<file path="src/rtl/core/pidh_pkg.sv">
// ---------------------------------------------------------------------------
// pidh_pkg - shared types and constants of the PDM decimator
// Sequencer states, register indexes, multiplier widths and reset values.
// ---------------------------------------------------------------------------
package pidh_pkg;

   // shared multiplier: signed operands, one 16-bit chunk plus a sign bit
   localparam int CHUNK_W = 16;
   localparam int MUL_W   = CHUNK_W + 1;
   localparam int PROD_W  = 2 * MUL_W;

   // configuration port
   localparam int CSR_ADDR_W = 2;
   localparam int CSR_DATA_W = 16;

   localparam logic [CSR_ADDR_W-1:0] CSR_BITS_PER_SAMPLE = 2'd0;
   localparam logic [CSR_ADDR_W-1:0] CSR_MEAN_WEIGHT     = 2'd1;
   localparam logic [CSR_ADDR_W-1:0] CSR_OUTPUT_GAIN     = 2'd2;

   localparam int BPS_W    = 10;
   localparam int WEIGHT_W = 16;
   localparam int GAIN_W   = 8;
   localparam int PCM_W    = 16;

   localparam logic [BPS_W-1:0]    BPS_RESET    = 10'd250;
   localparam logic [WEIGHT_W-1:0] WEIGHT_RESET = 16'd6554;
   localparam logic [GAIN_W-1:0]   GAIN_RESET   = 8'd20;

   localparam logic [PCM_W-1:0] PCM_POS_FULL = 16'h7FFF;
   localparam logic [PCM_W-1:0] PCM_NEG_FULL = 16'h8000;

   typedef enum logic [3:0] {
      ST_IDLE,
      ST_DIFF,
      ST_MUL,
      ST_ACC,
      ST_MEAN,
      ST_HIGH,
      ST_CLAMP,
      ST_GAIN,
      ST_OUT
   } state_type;

endpackage

</file>
<file path="src/rtl/core/pidh_mult.sv">
// ---------------------------------------------------------------------------
// pidh_mult - shared signed multiplier
// One registered signed MUL_W x MUL_W product, loaded when enabled.
// ---------------------------------------------------------------------------
module pidh_mult
   import pidh_pkg::*;
(
   input  logic                     clock,
   input  logic                     mul_en,
   input  logic signed [MUL_W-1:0]  mul_a,
   input  logic signed [MUL_W-1:0]  mul_b,
   output logic signed [PROD_W-1:0] prod_ff
);

   logic signed [PROD_W-1:0] prod_in;

   assign prod_in = mul_a * mul_b;

   always_ff @(posedge clock) begin
      if (mul_en) begin
         prod_ff <= prod_in;
      end
   end

endmodule

</file>
<file path="src/rtl/core/pdm_integrate_decimate_highpass_core.sv">
// ---------------------------------------------------------------------------
// pdm_integrate_decimate_highpass_core - PDM to PCM decimator
// Saturating integrator, decimation, running-mean high-pass and gain.
// ---------------------------------------------------------------------------
// Usage:
//   req_* carries one PDM bit per word (bit 0 of req_tdata; 0 counts the
//   integrator up, 1 counts it down). Every bits_per_sample words (0 acts
//   as 1) the block updates its running mean, mean += w * (integ - mean),
//   and emits one PCM word on rsp_*: (integ - mean) * gain, saturated to
//   16 bits, with rsp_tuser high when saturation occurred.
//   csr_* writes bits_per_sample (0), mean_weight (1, Q0.16) and
//   output_gain (2); write only while the block is idle.
// Sequencing:
//   A bit that does not close a sample leaves the block ready. A bit that
//   closes a sample keeps req_tready low through the whole sequence: the
//   65-bit weight product is built one 16-bit chunk at a time, over
//   ceil((INTEGRATOR_BITS + MEAN_FRACTION_BITS + 1) / 16) chunks (4 with
//   the defaults), on the single 17x17 multiplier that also applies gain.
// Reset (synchronous): integrator, bit count and mean clear, registers
//   return to 250 / 6554 / 20, the output holds no word.
// Back-pressure: the result sits in an output register; bits keep flowing
//   while it waits, and the sequencer holds in its final step only if the
//   next sample is ready before the previous word has been taken.
// ---------------------------------------------------------------------------
module pdm_integrate_decimate_highpass_core
   import pidh_pkg::*;
#(
   parameter int INTEGRATOR_BITS    = 32,
   parameter int MEAN_FRACTION_BITS = 16
) (
   input  logic                  clock,
   input  logic                  reset,
   // input stream
   input  logic                  req_tvalid,
   output logic                  req_tready,
   input  logic [7:0]            req_tdata,   // [0] pdm_bit, [7:1] ignored
   // result stream
   output logic                  rsp_tvalid,
   input  logic                  rsp_tready,
   output logic [PCM_W-1:0]      rsp_tdata,   // [15:0] pcm_sample
   output logic                  rsp_tuser,   // [0] clipped
   // configuration
   input  logic                  csr_we,
   input  logic [CSR_ADDR_W-1:0] csr_addr,
   input  logic [CSR_DATA_W-1:0] csr_wdata
);

   // mean width, difference width and chunk layout
   localparam int MW     = INTEGRATOR_BITS + MEAN_FRACTION_BITS;
   localparam int DW     = MW + 1;
   localparam int NCHUNK = (DW + CHUNK_W - 1) / CHUNK_W;
   localparam int AW     = NCHUNK * CHUNK_W;
   localparam int AWX    = AW + PROD_W;
   localparam int CW     = $clog2(NCHUNK);

   localparam logic signed [INTEGRATOR_BITS-1:0] INT_MAX =
      {1'b0, {(INTEGRATOR_BITS-1){1'b1}}};
   localparam logic signed [INTEGRATOR_BITS-1:0] INT_MIN =
      {1'b1, {(INTEGRATOR_BITS-1){1'b0}}};
   localparam logic signed [DW-1:0] ROUND_BIAS = DW'((2**MEAN_FRACTION_BITS) - 1);
   localparam logic signed [DW-1:0] HIGH_MAX   = DW'((2**(MUL_W-1)) - 1);
   localparam logic signed [DW-1:0] HIGH_MIN   = DW'(-(2**(MUL_W-1)));
   localparam logic signed [PROD_W-1:0] SAT_MAX = PROD_W'(32767);
   localparam logic signed [PROD_W-1:0] SAT_MIN = PROD_W'(-32768);

   // configuration registers
   logic [BPS_W-1:0]    bps_ff, bps_in;
   logic [WEIGHT_W-1:0] weight_ff, weight_in;
   logic [GAIN_W-1:0]   gain_ff, gain_in;

   // state and datapath
   state_type                   state_ff, state_in;
   logic signed [INTEGRATOR_BITS-1:0] integ_ff, integ_in;
   logic [BPS_W-1:0]            count_ff, count_in;
   logic signed [MW-1:0]        mean_ff, mean_in;
   logic signed [DW-1:0]        diff_ff, diff_in;
   logic signed [AW-1:0]        acc_ff, acc_in;
   logic [CW-1:0]               chunk_ff, chunk_in;
   logic signed [MUL_W-1:0]     high_ff, high_in;

   // output register
   logic                        out_valid_ff, out_valid_in;
   logic [PCM_W-1:0]            out_data_ff, out_data_in;
   logic                        out_clip_ff, out_clip_in;

   // shared multiplier
   logic                        mul_en;
   logic signed [MUL_W-1:0]     mul_a, mul_b;
   logic signed [PROD_W-1:0]    prod_ff;

   // helpers
   logic                        accept;
   logic                        sample_now;
   logic [BPS_W-1:0]            count_next, ratio;
   logic signed [DW-1:0]        integ_scaled;
   logic signed [AW-1:0]        diff_ext;
   logic [CHUNK_W-1:0]          chunk_bits;
   logic signed [AWX-1:0]       prod_ext;
   logic signed [DW-1:0]        rounded, high_full;

   pidh_mult u_mult (
      .clock   (clock),
      .mul_en  (mul_en),
      .mul_a   (mul_a),
      .mul_b   (mul_b),
      .prod_ff (prod_ff)
   );

   assign req_tready = (state_ff == ST_IDLE);
   assign accept     = req_tvalid && req_tready;
   assign rsp_tvalid = out_valid_ff;
   assign rsp_tdata  = out_data_ff;
   assign rsp_tuser  = out_clip_ff;

   // decimation count
   assign ratio      = (bps_ff == '0) ? BPS_W'(1) : bps_ff;
   assign count_next = count_ff + BPS_W'(1);
   assign sample_now = (count_next >= ratio);

   assign integ_scaled = DW'(integ_ff) <<< MEAN_FRACTION_BITS;
   assign diff_ext     = AW'(diff_ff);
   assign chunk_bits   = diff_ext[chunk_ff*CHUNK_W +: CHUNK_W];
   assign prod_ext     = AWX'(prod_ff);
   assign rounded      = diff_ff + (diff_ff[DW-1] ? ROUND_BIAS : '0);
   assign high_full    = rounded >>> MEAN_FRACTION_BITS;

   // configuration writes
   always_comb begin
      bps_in    = bps_ff;
      weight_in = weight_ff;
      gain_in   = gain_ff;
      if (csr_we) begin
         case (csr_addr)
            CSR_BITS_PER_SAMPLE: bps_in    = csr_wdata[BPS_W-1:0];
            CSR_MEAN_WEIGHT:     weight_in = csr_wdata[WEIGHT_W-1:0];
            CSR_OUTPUT_GAIN:     gain_in   = csr_wdata[GAIN_W-1:0];
            default: ;
         endcase
      end
   end

   // sequencer
   always_comb begin
      state_in     = state_ff;
      integ_in     = integ_ff;
      count_in     = count_ff;
      mean_in      = mean_ff;
      diff_in      = diff_ff;
      acc_in       = acc_ff;
      chunk_in     = chunk_ff;
      high_in      = high_ff;
      out_valid_in = out_valid_ff && !rsp_tready;
      out_data_in  = out_data_ff;
      out_clip_in  = out_clip_ff;
      mul_en       = 1'b0;
      mul_a        = {1'b0, weight_ff};
      mul_b        = {1'b0, chunk_bits};

      case (state_ff)
         ST_IDLE: begin
            if (accept) begin
               // count up on 0, down on 1, hold at the limits
               if (!req_tdata[0]) begin
                  if (integ_ff != INT_MAX) integ_in = integ_ff + INTEGRATOR_BITS'(1);
               end else begin
                  if (integ_ff != INT_MIN) integ_in = integ_ff - INTEGRATOR_BITS'(1);
               end
               if (sample_now) begin
                  count_in = '0;
                  state_in = ST_DIFF;
               end else begin
                  count_in = count_next;
               end
            end
         end
         ST_DIFF: begin
            diff_in  = integ_scaled - DW'(mean_ff);
            acc_in   = '0;
            chunk_in = CW'(NCHUNK - 1);
            state_in = ST_MUL;
         end
         ST_MUL: begin
            // top chunk carries the sign, lower chunks are unsigned
            mul_en = 1'b1;
            if (chunk_ff == CW'(NCHUNK - 1)) mul_b = {chunk_bits[CHUNK_W-1], chunk_bits};
            state_in = ST_ACC;
         end
         ST_ACC: begin
            if (chunk_ff == '0) begin
               // lowest chunk: only its carry into bit 16 survives the floor
               acc_in   = acc_ff + AW'(prod_ff[PROD_W-1:CHUNK_W]);
               state_in = ST_MEAN;
            end else begin
               acc_in   = (acc_ff <<< CHUNK_W) + prod_ext[AW-1:0];
               chunk_in = chunk_ff - CW'(1);
               state_in = ST_MUL;
            end
         end
         ST_MEAN: begin
            mean_in  = mean_ff + acc_ff[MW-1:0];
            state_in = ST_HIGH;
         end
         ST_HIGH: begin
            diff_in  = integ_scaled - DW'(mean_ff);
            state_in = ST_CLAMP;
         end
         ST_CLAMP: begin
            // clamp to 17 bits: keeps sign and saturation for any gain
            if (high_full > HIGH_MAX)      high_in = HIGH_MAX[MUL_W-1:0];
            else if (high_full < HIGH_MIN) high_in = HIGH_MIN[MUL_W-1:0];
            else                           high_in = high_full[MUL_W-1:0];
            state_in = ST_GAIN;
         end
         ST_GAIN: begin
            mul_en   = 1'b1;
            mul_a    = high_ff;
            mul_b    = {{(MUL_W-GAIN_W){1'b0}}, gain_ff};
            state_in = ST_OUT;
         end
         ST_OUT: begin
            // hold until the output register is free
            if (!out_valid_ff || rsp_tready) begin
               out_valid_in = 1'b1;
               if (prod_ff > SAT_MAX) begin
                  out_data_in = PCM_POS_FULL;
                  out_clip_in = 1'b1;
               end else if (prod_ff < SAT_MIN) begin
                  out_data_in = PCM_NEG_FULL;
                  out_clip_in = 1'b1;
               end else begin
                  out_data_in = prod_ff[PCM_W-1:0];
                  out_clip_in = 1'b0;
               end
               state_in = ST_IDLE;
            end
         end
         default: begin
            state_in = ST_IDLE;
         end
      endcase
   end

   always_ff @(posedge clock) begin
      if (reset) begin
         bps_ff       <= BPS_RESET;
         weight_ff    <= WEIGHT_RESET;
         gain_ff      <= GAIN_RESET;
         state_ff     <= ST_IDLE;
         integ_ff     <= '0;
         count_ff     <= '0;
         mean_ff      <= '0;
         chunk_ff     <= '0;
         out_valid_ff <= 1'b0;
      end else begin
         bps_ff       <= bps_in;
         weight_ff    <= weight_in;
         gain_ff      <= gain_in;
         state_ff     <= state_in;
         integ_ff     <= integ_in;
         count_ff     <= count_in;
         mean_ff      <= mean_in;
         chunk_ff     <= chunk_in;
         out_valid_ff <= out_valid_in;
      end
   end

   always_ff @(posedge clock) begin
      diff_ff     <= diff_in;
      acc_ff      <= acc_in;
      high_ff     <= high_in;
      out_data_ff <= out_data_in;
      out_clip_ff <= out_clip_in;
   end

   // a new result word only appears out of the final step
   a_word_from_out: assert property (@(posedge clock) disable iff (reset)
      $rose(out_valid_ff) |-> $past(state_ff == ST_OUT))
      else $error("result word raised outside the output step");

   // a bit that does not close a sample leaves the block ready
   a_plain_bit_idle: assert property (@(posedge clock) disable iff (reset)
      (accept && !sample_now) |=> (state_ff == ST_IDLE))
      else $error("non-sampling bit left the idle state");

   // clip flag only with a full-scale word
   a_clip_full_scale: assert property (@(posedge clock) disable iff (reset)
      (out_valid_ff && out_clip_ff) |->
      (out_data_ff == PCM_POS_FULL || out_data_ff == PCM_NEG_FULL))
      else $error("clip flag on a sample below full scale");

   // a waiting word is not overwritten by the next sample
   a_word_held: assert property (@(posedge clock) disable iff (reset)
      (out_valid_ff && !rsp_tready) |=> (out_valid_ff && $stable(out_data_ff)))
      else $error("pending result word lost");

endmodule

</file>
<file path="config.mk">
export PLATFORM = sky130hd
export DESIGN_NAME = pdm_integrate_decimate_highpass_core
export DESIGN_NICKNAME = d
export VERILOG_FILES = /design/src/rtl/core/pidh_pkg.sv /design/src/rtl/core/pidh_mult.sv /design/src/rtl/core/pdm_integrate_decimate_highpass_core.sv
export SDC_FILE = /design/constraint.sdc
export NUM_CORES = 2
export LEC_CHECK = 0
export ABC_AREA = 1
export BUFFER_PORTS_ARGS = -buffer_cell sky130_fd_sc_hd__buf_2
export CAP_MARGIN = 10
export CORE_UTILIZATION = 55
export CTS_CLUSTER_DIAMETER = 80
export CTS_CLUSTER_SIZE = 25
export DETAILED_ROUTE_END_ITERATION = 8
export HOLD_SLACK_MARGIN = 0.06
export PLACE_DENSITY = 0.71
export RECOVER_POWER = 25
export SLEW_MARGIN = 25
export SYNTH_ARGS = -nofsm -noshare
export SYNTH_HDL_FRONTEND = slang
export SYNTH_HIERARCHICAL = 1
export SYNTH_SLANG_ARGS = --single-unit
</file>
<file path="constraint.sdc">
create_clock -name clock -period 7.7 [get_ports clock]
set_clock_uncertainty 0.15 [all_clocks]
set_input_delay 2.31 -clock clock [delete_from_list [all_inputs] [get_ports clock]]
set_output_delay 2.31 -clock clock [all_outputs]
set_load 0.02 [all_outputs]
</file>
# ---- Word level (Yosys, flattened, before mapping)
# Cells that the tools add are included.
dict set report classes {
  add_sub_neg 9
  mul 1
  order_cmp 5
  n_eq_ne 18
  n_shift 1
  muxes 24
  reduce_logical 21
}
# cell n
set op_table {}
lappend op_table {{$pmux 64 s2} 1}
lappend op_table {{$mux 32} 3}
lappend op_table {{$add 64x18->64} 1}
lappend op_table {{$add 64x64->64} 1}
lappend op_table {{$mux 64} 1}
lappend op_table {{$ne 32x32->1 const B} 2}
lappend op_table {{$shiftx 64x7->16} 1}
lappend op_table {{$mux 17} 3}
lappend op_table {{$add 49x16->49} 1}
lappend op_table {{$sub 48x48->49} 1}
lappend op_table {{$add 48x48->48} 1}
lappend op_table {{$pmux 4 s9} 1}
lappend op_table {{$gt 34x16->1 const B} 1}
lappend op_table {{$lt 34x16->1 const B} 1}
lappend op_table {{$mul 17x17->34} 1}
lappend op_table {{$pmux 17 s2} 1}
lappend op_table {{$gt 33x17->1 const B} 1}
lappend op_table {{$lt 33x17->1 const B} 1}
lappend op_table {{$add 32x2->32 const B} 1}
lappend op_table {{$mux 16} 2}
lappend op_table {{$sub 32x2->32 const B} 1}
lappend op_table {{$mux 10} 2}
lappend op_table {{$eq 4x3->1 const B} 4}
lappend op_table {{$mux 4} 3}
lappend op_table {{25 further kinds} 43}
dict set report totals {
  ff_bits 312
  in_bits 31
  out_inout_bits 19
  wordCells 94
}

# ---- Longest topological paths before layout
dict set report depth {
  depth_word 6
  depth_mapped 35
  ltp_nobuf 33
}

# ---- Modules after synthesis
# Netlist, hierarchy kept.
# mod n_inst cells_each area_per_inst_um2 seq_area_each_um2
set modules_own_cells {}
lappend modules_own_cells {pdm_integrate_decimate_highpass_core 1 3622 23672.7 6556.3}
lappend modules_own_cells {pidh_mult 1 1658 13030.0 1021.0}

# ---- Least setup slack after synthesis
# No wires, ideal clock.
dict set report synth_path {
  path_kind {reg2reg}
  start {register state_ff[2]}
  end {register u_mult.prod_ff[31], data pin}
  setup_ps 252
  arrival_ps 6709
  required_ps 7298
  slack_ps 588
  stages_incl_launch_ff 27
  path_buffers 3
  cell_sequence {dfxtp_1 -> inv_1 -> nor2_1 -> inv_1 -> nor2_1 -> inv_1 -> clkbuf_1 -> o21ai_0 -> clkbuf_1 -> clkbuf_1 -> nand2_1 -> fa_1 -> inv_1 -> fa_1 -> inv_1 -> fa_1 -> fa_1 -> fa_1 -> fa_1 -> inv_1 -> ha_1 -> nand2_1 -> nor3_1 -> and2_1 -> nand2_1 -> nand3_1 -> nand2_1}
}
dict set report synth_via {
  elab_chain_len 3
  word_cells_on_any_way 5
}
# item line
set synth_lines {}
lappend synth_lines {{from (decl)} pdm_integrate_decimate_highpass_core.sv:72} ;# state_type state_ff, state_in;
lappend synth_lines {{from (signal assigned)} pdm_integrate_decimate_highpass_core.sv:258} ;# state_ff <= state_in;
lappend synth_lines {{$eq 4x3->1 or $eq 4x2->1 (tied branches)} pdm_integrate_decimate_highpass_core.sv:159} ;# case (state_ff)
lappend synth_lines {{$pmux 17 s2 *} pdm_integrate_decimate_highpass_core.sv:159}
lappend synth_lines {{via mul_b[6]} pdm_integrate_decimate_highpass_core.sv:88} ;# logic signed [MUL_W-1:0] mul_a, mul_b;
lappend synth_lines {{$mul 17x17->34 *} pidh_mult.sv:17} ;# assign prod_in = mul_a * mul_b;
lappend synth_lines {{via u_mult.prod_in[31]} pidh_mult.sv:15} ;# logic signed [PROD_W-1:0] prod_in;
lappend synth_lines {{to (signal assigned)} pidh_mult.sv:21} ;# prod_ff <= prod_in;
lappend synth_lines {{to (decl)} pidh_mult.sv:12} ;# output logic signed [PROD_W-1:0] prod_ff
# The timed path passes the listed nets; every way through them passes the cells marked *.
# A chain may end at the register's enable or synchronous reset.

# ---- Worst setup path after layout
dict set report layout_path {
  start {register chunk_ff[0]}
  end {register u_mult.prod_ff[30], data pin}
}
dict set report layout_via {
  elab_chain_len 4
  word_cells_on_any_way 5
}
# item line
set layout_lines {}
lappend layout_lines {{from (decl)} pdm_integrate_decimate_highpass_core.sv:78} ;# logic [CW-1:0] chunk_ff, chunk_in;
lappend layout_lines {{from (signal assigned)} pdm_integrate_decimate_highpass_core.sv:262} ;# chunk_ff <= chunk_in;
lappend layout_lines {{$shiftx 64x7->16 or $eq 2x2->1 (tied branches)} {pdm_integrate_decimate_highpass_core.sv:122, pdm_integrate_decimate_highpass_core.sv:185}}
lappend layout_lines {{$mux 17 *} pdm_integrate_decimate_highpass_core.sv:185} ;# if (chunk_ff == CW'(NCHUNK - 1)) mul_b = {chunk_bits[CHUNK_W-1], chunk_bits};
lappend layout_lines {{$pmux 17 s2 *} pdm_integrate_decimate_highpass_core.sv:159}
lappend layout_lines {{via mul_b[16]} pdm_integrate_decimate_highpass_core.sv:88}
lappend layout_lines {{$mul 17x17->34 *} pidh_mult.sv:17}
lappend layout_lines {{via u_mult.prod_in[30]} pidh_mult.sv:15}
# Marks and branches as above.

==> impl_metrics.env <==
export IMPL_cts_buffers=25
export IMPL_grt_antenna_before_repair=2
export IMPL_viasPerCell=5.52
export IMPL_synth_edf_count=165
export IMPL_relSlewSlack_pct=-87.2
export IMPL_initial_utilization_pct=55.7
export IMPL_drt_wl_total_microns=113000
export IMPL_fin_crit_ps=7240
export IMPL_rsz0062_at_grt="false"
export IMPL_synth_area_sq_um=36700
export IMPL_slowest_stage="fa_1"
export IMPL_crit_arrival_ps=7420
export IMPL_grt_pass1_wl_microns=178000
export IMPL_path_class="flop to flop"
export IMPL_synth_top_area_share_pct=16.3
export IMPL_synth_common_cells="nand2_1 (1303), inv_1 (1106), nor2_1 (430)"
export IMPL_synth_seq_cells=296
export IMPL_area_growth_pct=6.17
export IMPL_hold_path_startpoint="bps_ff[0]"
export IMPL_worstPathRequired_ps=7880
export IMPL_setup_violations=0
export IMPL_core_area_sq_um=65900
export IMPL_synth_seq_area_share_pct=20.6
export IMPL_pin_count=50
export IMPL_gr_usage_met2_pct=52.2
export IMPL_grt_busiest_layer="met2"
export IMPL_final_cells=6171
export IMPL_fin_nets=5871
export IMPL_port_buffers=42
export IMPL_clockRootBuffer="clkbuf_16"
export IMPL_clk_latency_ps=620
export IMPL_drt_iter0_drc=3446
export IMPL_num_vias=34100
export IMPL_drv_slew=99
export IMPL_endpoint_kind="flop"
export IMPL_hp_class="flop to flop"
export IMPL_reg2reg_from="chunk_ff[0]"
export IMPL_yosysWarnings=6
export IMPL_max_stage_delay_ps=620
export IMPL_path_max_fanout=21
export IMPL_dr_pass1_iters=6
export IMPL_final_util_pct=59.2
export IMPL_dp_cells=6124
export IMPL_grt_remaining_overflow=0
export IMPL_max_clock_path_buffers=3
export IMPL_worst_pin_slew_ps=2810
export IMPL_ctsHoldBuffers=0
export IMPL_synth_main_ff_cell="edfxtp_1"
export IMPL_hold_path_depth=2
export IMPL_status="complete, but fails checks"
export IMPL_setup_tns_ps=0
export IMPL_critical_path_buf_inv_count=6
export IMPL_cts_tree="done"
export IMPL_num_rows=94
export IMPL_grt_start_max_net_pins=76
export IMPL_violations="capacitance limit, slew limit"
export IMPL_cts_sinks=296
export IMPL_max_freq_mhz=138
export IMPL_postCtsSetupBuffers=0
export IMPL_routabilityCongestion=0.985
export IMPL_fin_crit_sh_pct=94.0
export IMPL_fp_dieH_microns=260
export IMPL_h_tree_depth=1
export IMPL_clk_pin_slew_ps=100
export IMPL_grt_pass1_vias=32200
export IMPL_groute_usage_overall_pct=33.8
export IMPL_synth_nets=5864
export IMPL_reg2regPathDepth=25
export IMPL_start_kind="flop"
export IMPL_r2r_end="u_mult/prod_ff[30]"
export IMPL_use_met1_pct=49.8
export IMPL_drc_errors=0
export IMPL_drive_gt1_share_pct=4.82
export IMPL_ant_nets=0
export IMPL_cp_common_cell="fa_1"
export IMPL_synth_most_common_cell="nand2_1"
export IMPL_min_to="bps_ff[0]"
export IMPL_wl_per_cell_microns=18.3
export IMPL_place_hpwl_microns=94200
export IMPL_synth_cells=5280
export IMPL_maxCapViolCount=2
export IMPL_met3_usage_pct=4.67
export IMPL_ff2ff_setup_slack_ps=460
export IMPL_avgSynthCellArea_sq_um=6.95
export IMPL_synthTopCellsByArea="fa_1 (16%), edfxtp_1 (13%), nand2_1 (13%), inv_1 (11%), ha_1 (8.7%)"
export IMPL_async_flop_share_pct=0
export IMPL_synth_top_area_cell="fa_1"
export IMPL_path_delay_family="adder cells"
export IMPL_ys_types=59
export IMPL_die_x_microns=260
export IMPL_design_die_area_sq_um=67800
export IMPL_hold_viol_final=0
==> worst reg2reg max path: stages, from the launching register on <==
cell	delay, ps
dfxtp_1	550
buf_4	280
nand2_1	80
nand3_1	90
o21ai_0	140
nor3b_1	260
inv_2	230
or2_2	360
fa_1	520
fa_1	560
inv_1	70
fa_1	530
fa_1	550
fa_1	620
inv_1	80
fa_1	540
inv_1	40
ha_1	360
nand2_1	140
inv_1	60
a21oi_1	290
nor2_1	100
o21bai_1	180
nand3_1	90
nand2_1	60
nand2_1	50
==> cell families (layout without fill, tap and decap cells) <==
group	count (synthesis)	after routing	share of synthesized area, %
compound gates	776	776	12.0
other cells	0	1	0
fa+ha+maj	553	553	25.0
buf+inv	1245	1271	12.8
flops	296	296	20.6
simple gates	2268	2268	26.2
xor+xnor	142	142	3.39
==> state kept, by name, summed over array words and instances, names as in the netlist, 2 cells and up <==
name            cells
acc_ff             48
bps_ff             10
chunk_ff            2
count_ff           10
diff_ff            49
gain_ff             8
high_ff            17
integ_ff           32
mean_ff            48
rsp_tdata          16
state_ff            4
u_mult/prod_ff     34
weight_ff          16
==> worst max-delay path by stage <==
stage                startpoint                 end  cells past startpoint
finish              chunk_ff[0]  u_mult/prod_ff[30]                     25
global route        state_ff[2]  u_mult/prod_ff[31]                     26
CTS                 state_ff[2]  u_mult/prod_ff[31]                     24
detailed placement  state_ff[2]  u_mult/prod_ff[31]                     24
global placement    state_ff[2]  u_mult/prod_ff[31]                     26
floorplan           state_ff[2]  u_mult/prod_ff[31]                     26
==> final cells by class <==
cell class | count | area (sq um)
Antenna cell | 1 | 2.50
Clock buffer | 31 | 678
Clock inverter | 15 | 248
Fill cell | 6472 | 26900
Inverter | 1118 | 4200
Multi-Input combinational cell | 3739 | 24500
Sequential cell | 296 | 7580
Tap cell | 864 | 1080
Timing Repair Buffer | 107 | 696
==> repair_timing <==
item	4_1_cts	5_1_grt
endpoints found under the hold margin	0	0
setup endpoints to repair	0	7
gates resized for setup	0	1
==> cell usage in the layout, fill, tap and decap left out, drive strengths merged, types with 80 or more instances in the layout <==
cell,instances
dfxtp,131
nor2,460
a21oi,314
nand3,248
nand4,80
xor2,98
o21ai,254
fa,299
nand2,1330
inv,1126
buf,103
edfxtp,165
ha,254
==> routing by layer <==
metal  part of all wire [%]  up-vias
met5                      0        -
met4                    2.7        0
met3                    7.9      176
met2                     44     1206
met1                     46    16000
li1                       -    16700
==> through the flow <==
step	area (sq um)	worst slack [ps]	hold slack (ps)
2_1_floorplan	36700	588	275
3_3_place_gp	38100	480	291
4_1_cts	39000	328	313
6_report	39000	460	308
5_1_grt	39000	29.0	339
3_5_place_dp	38100	395	298
Power is left out: the tool's default activity adds up to more than one toggle a clock period on the data nets, which glitch-free logic cannot reach.
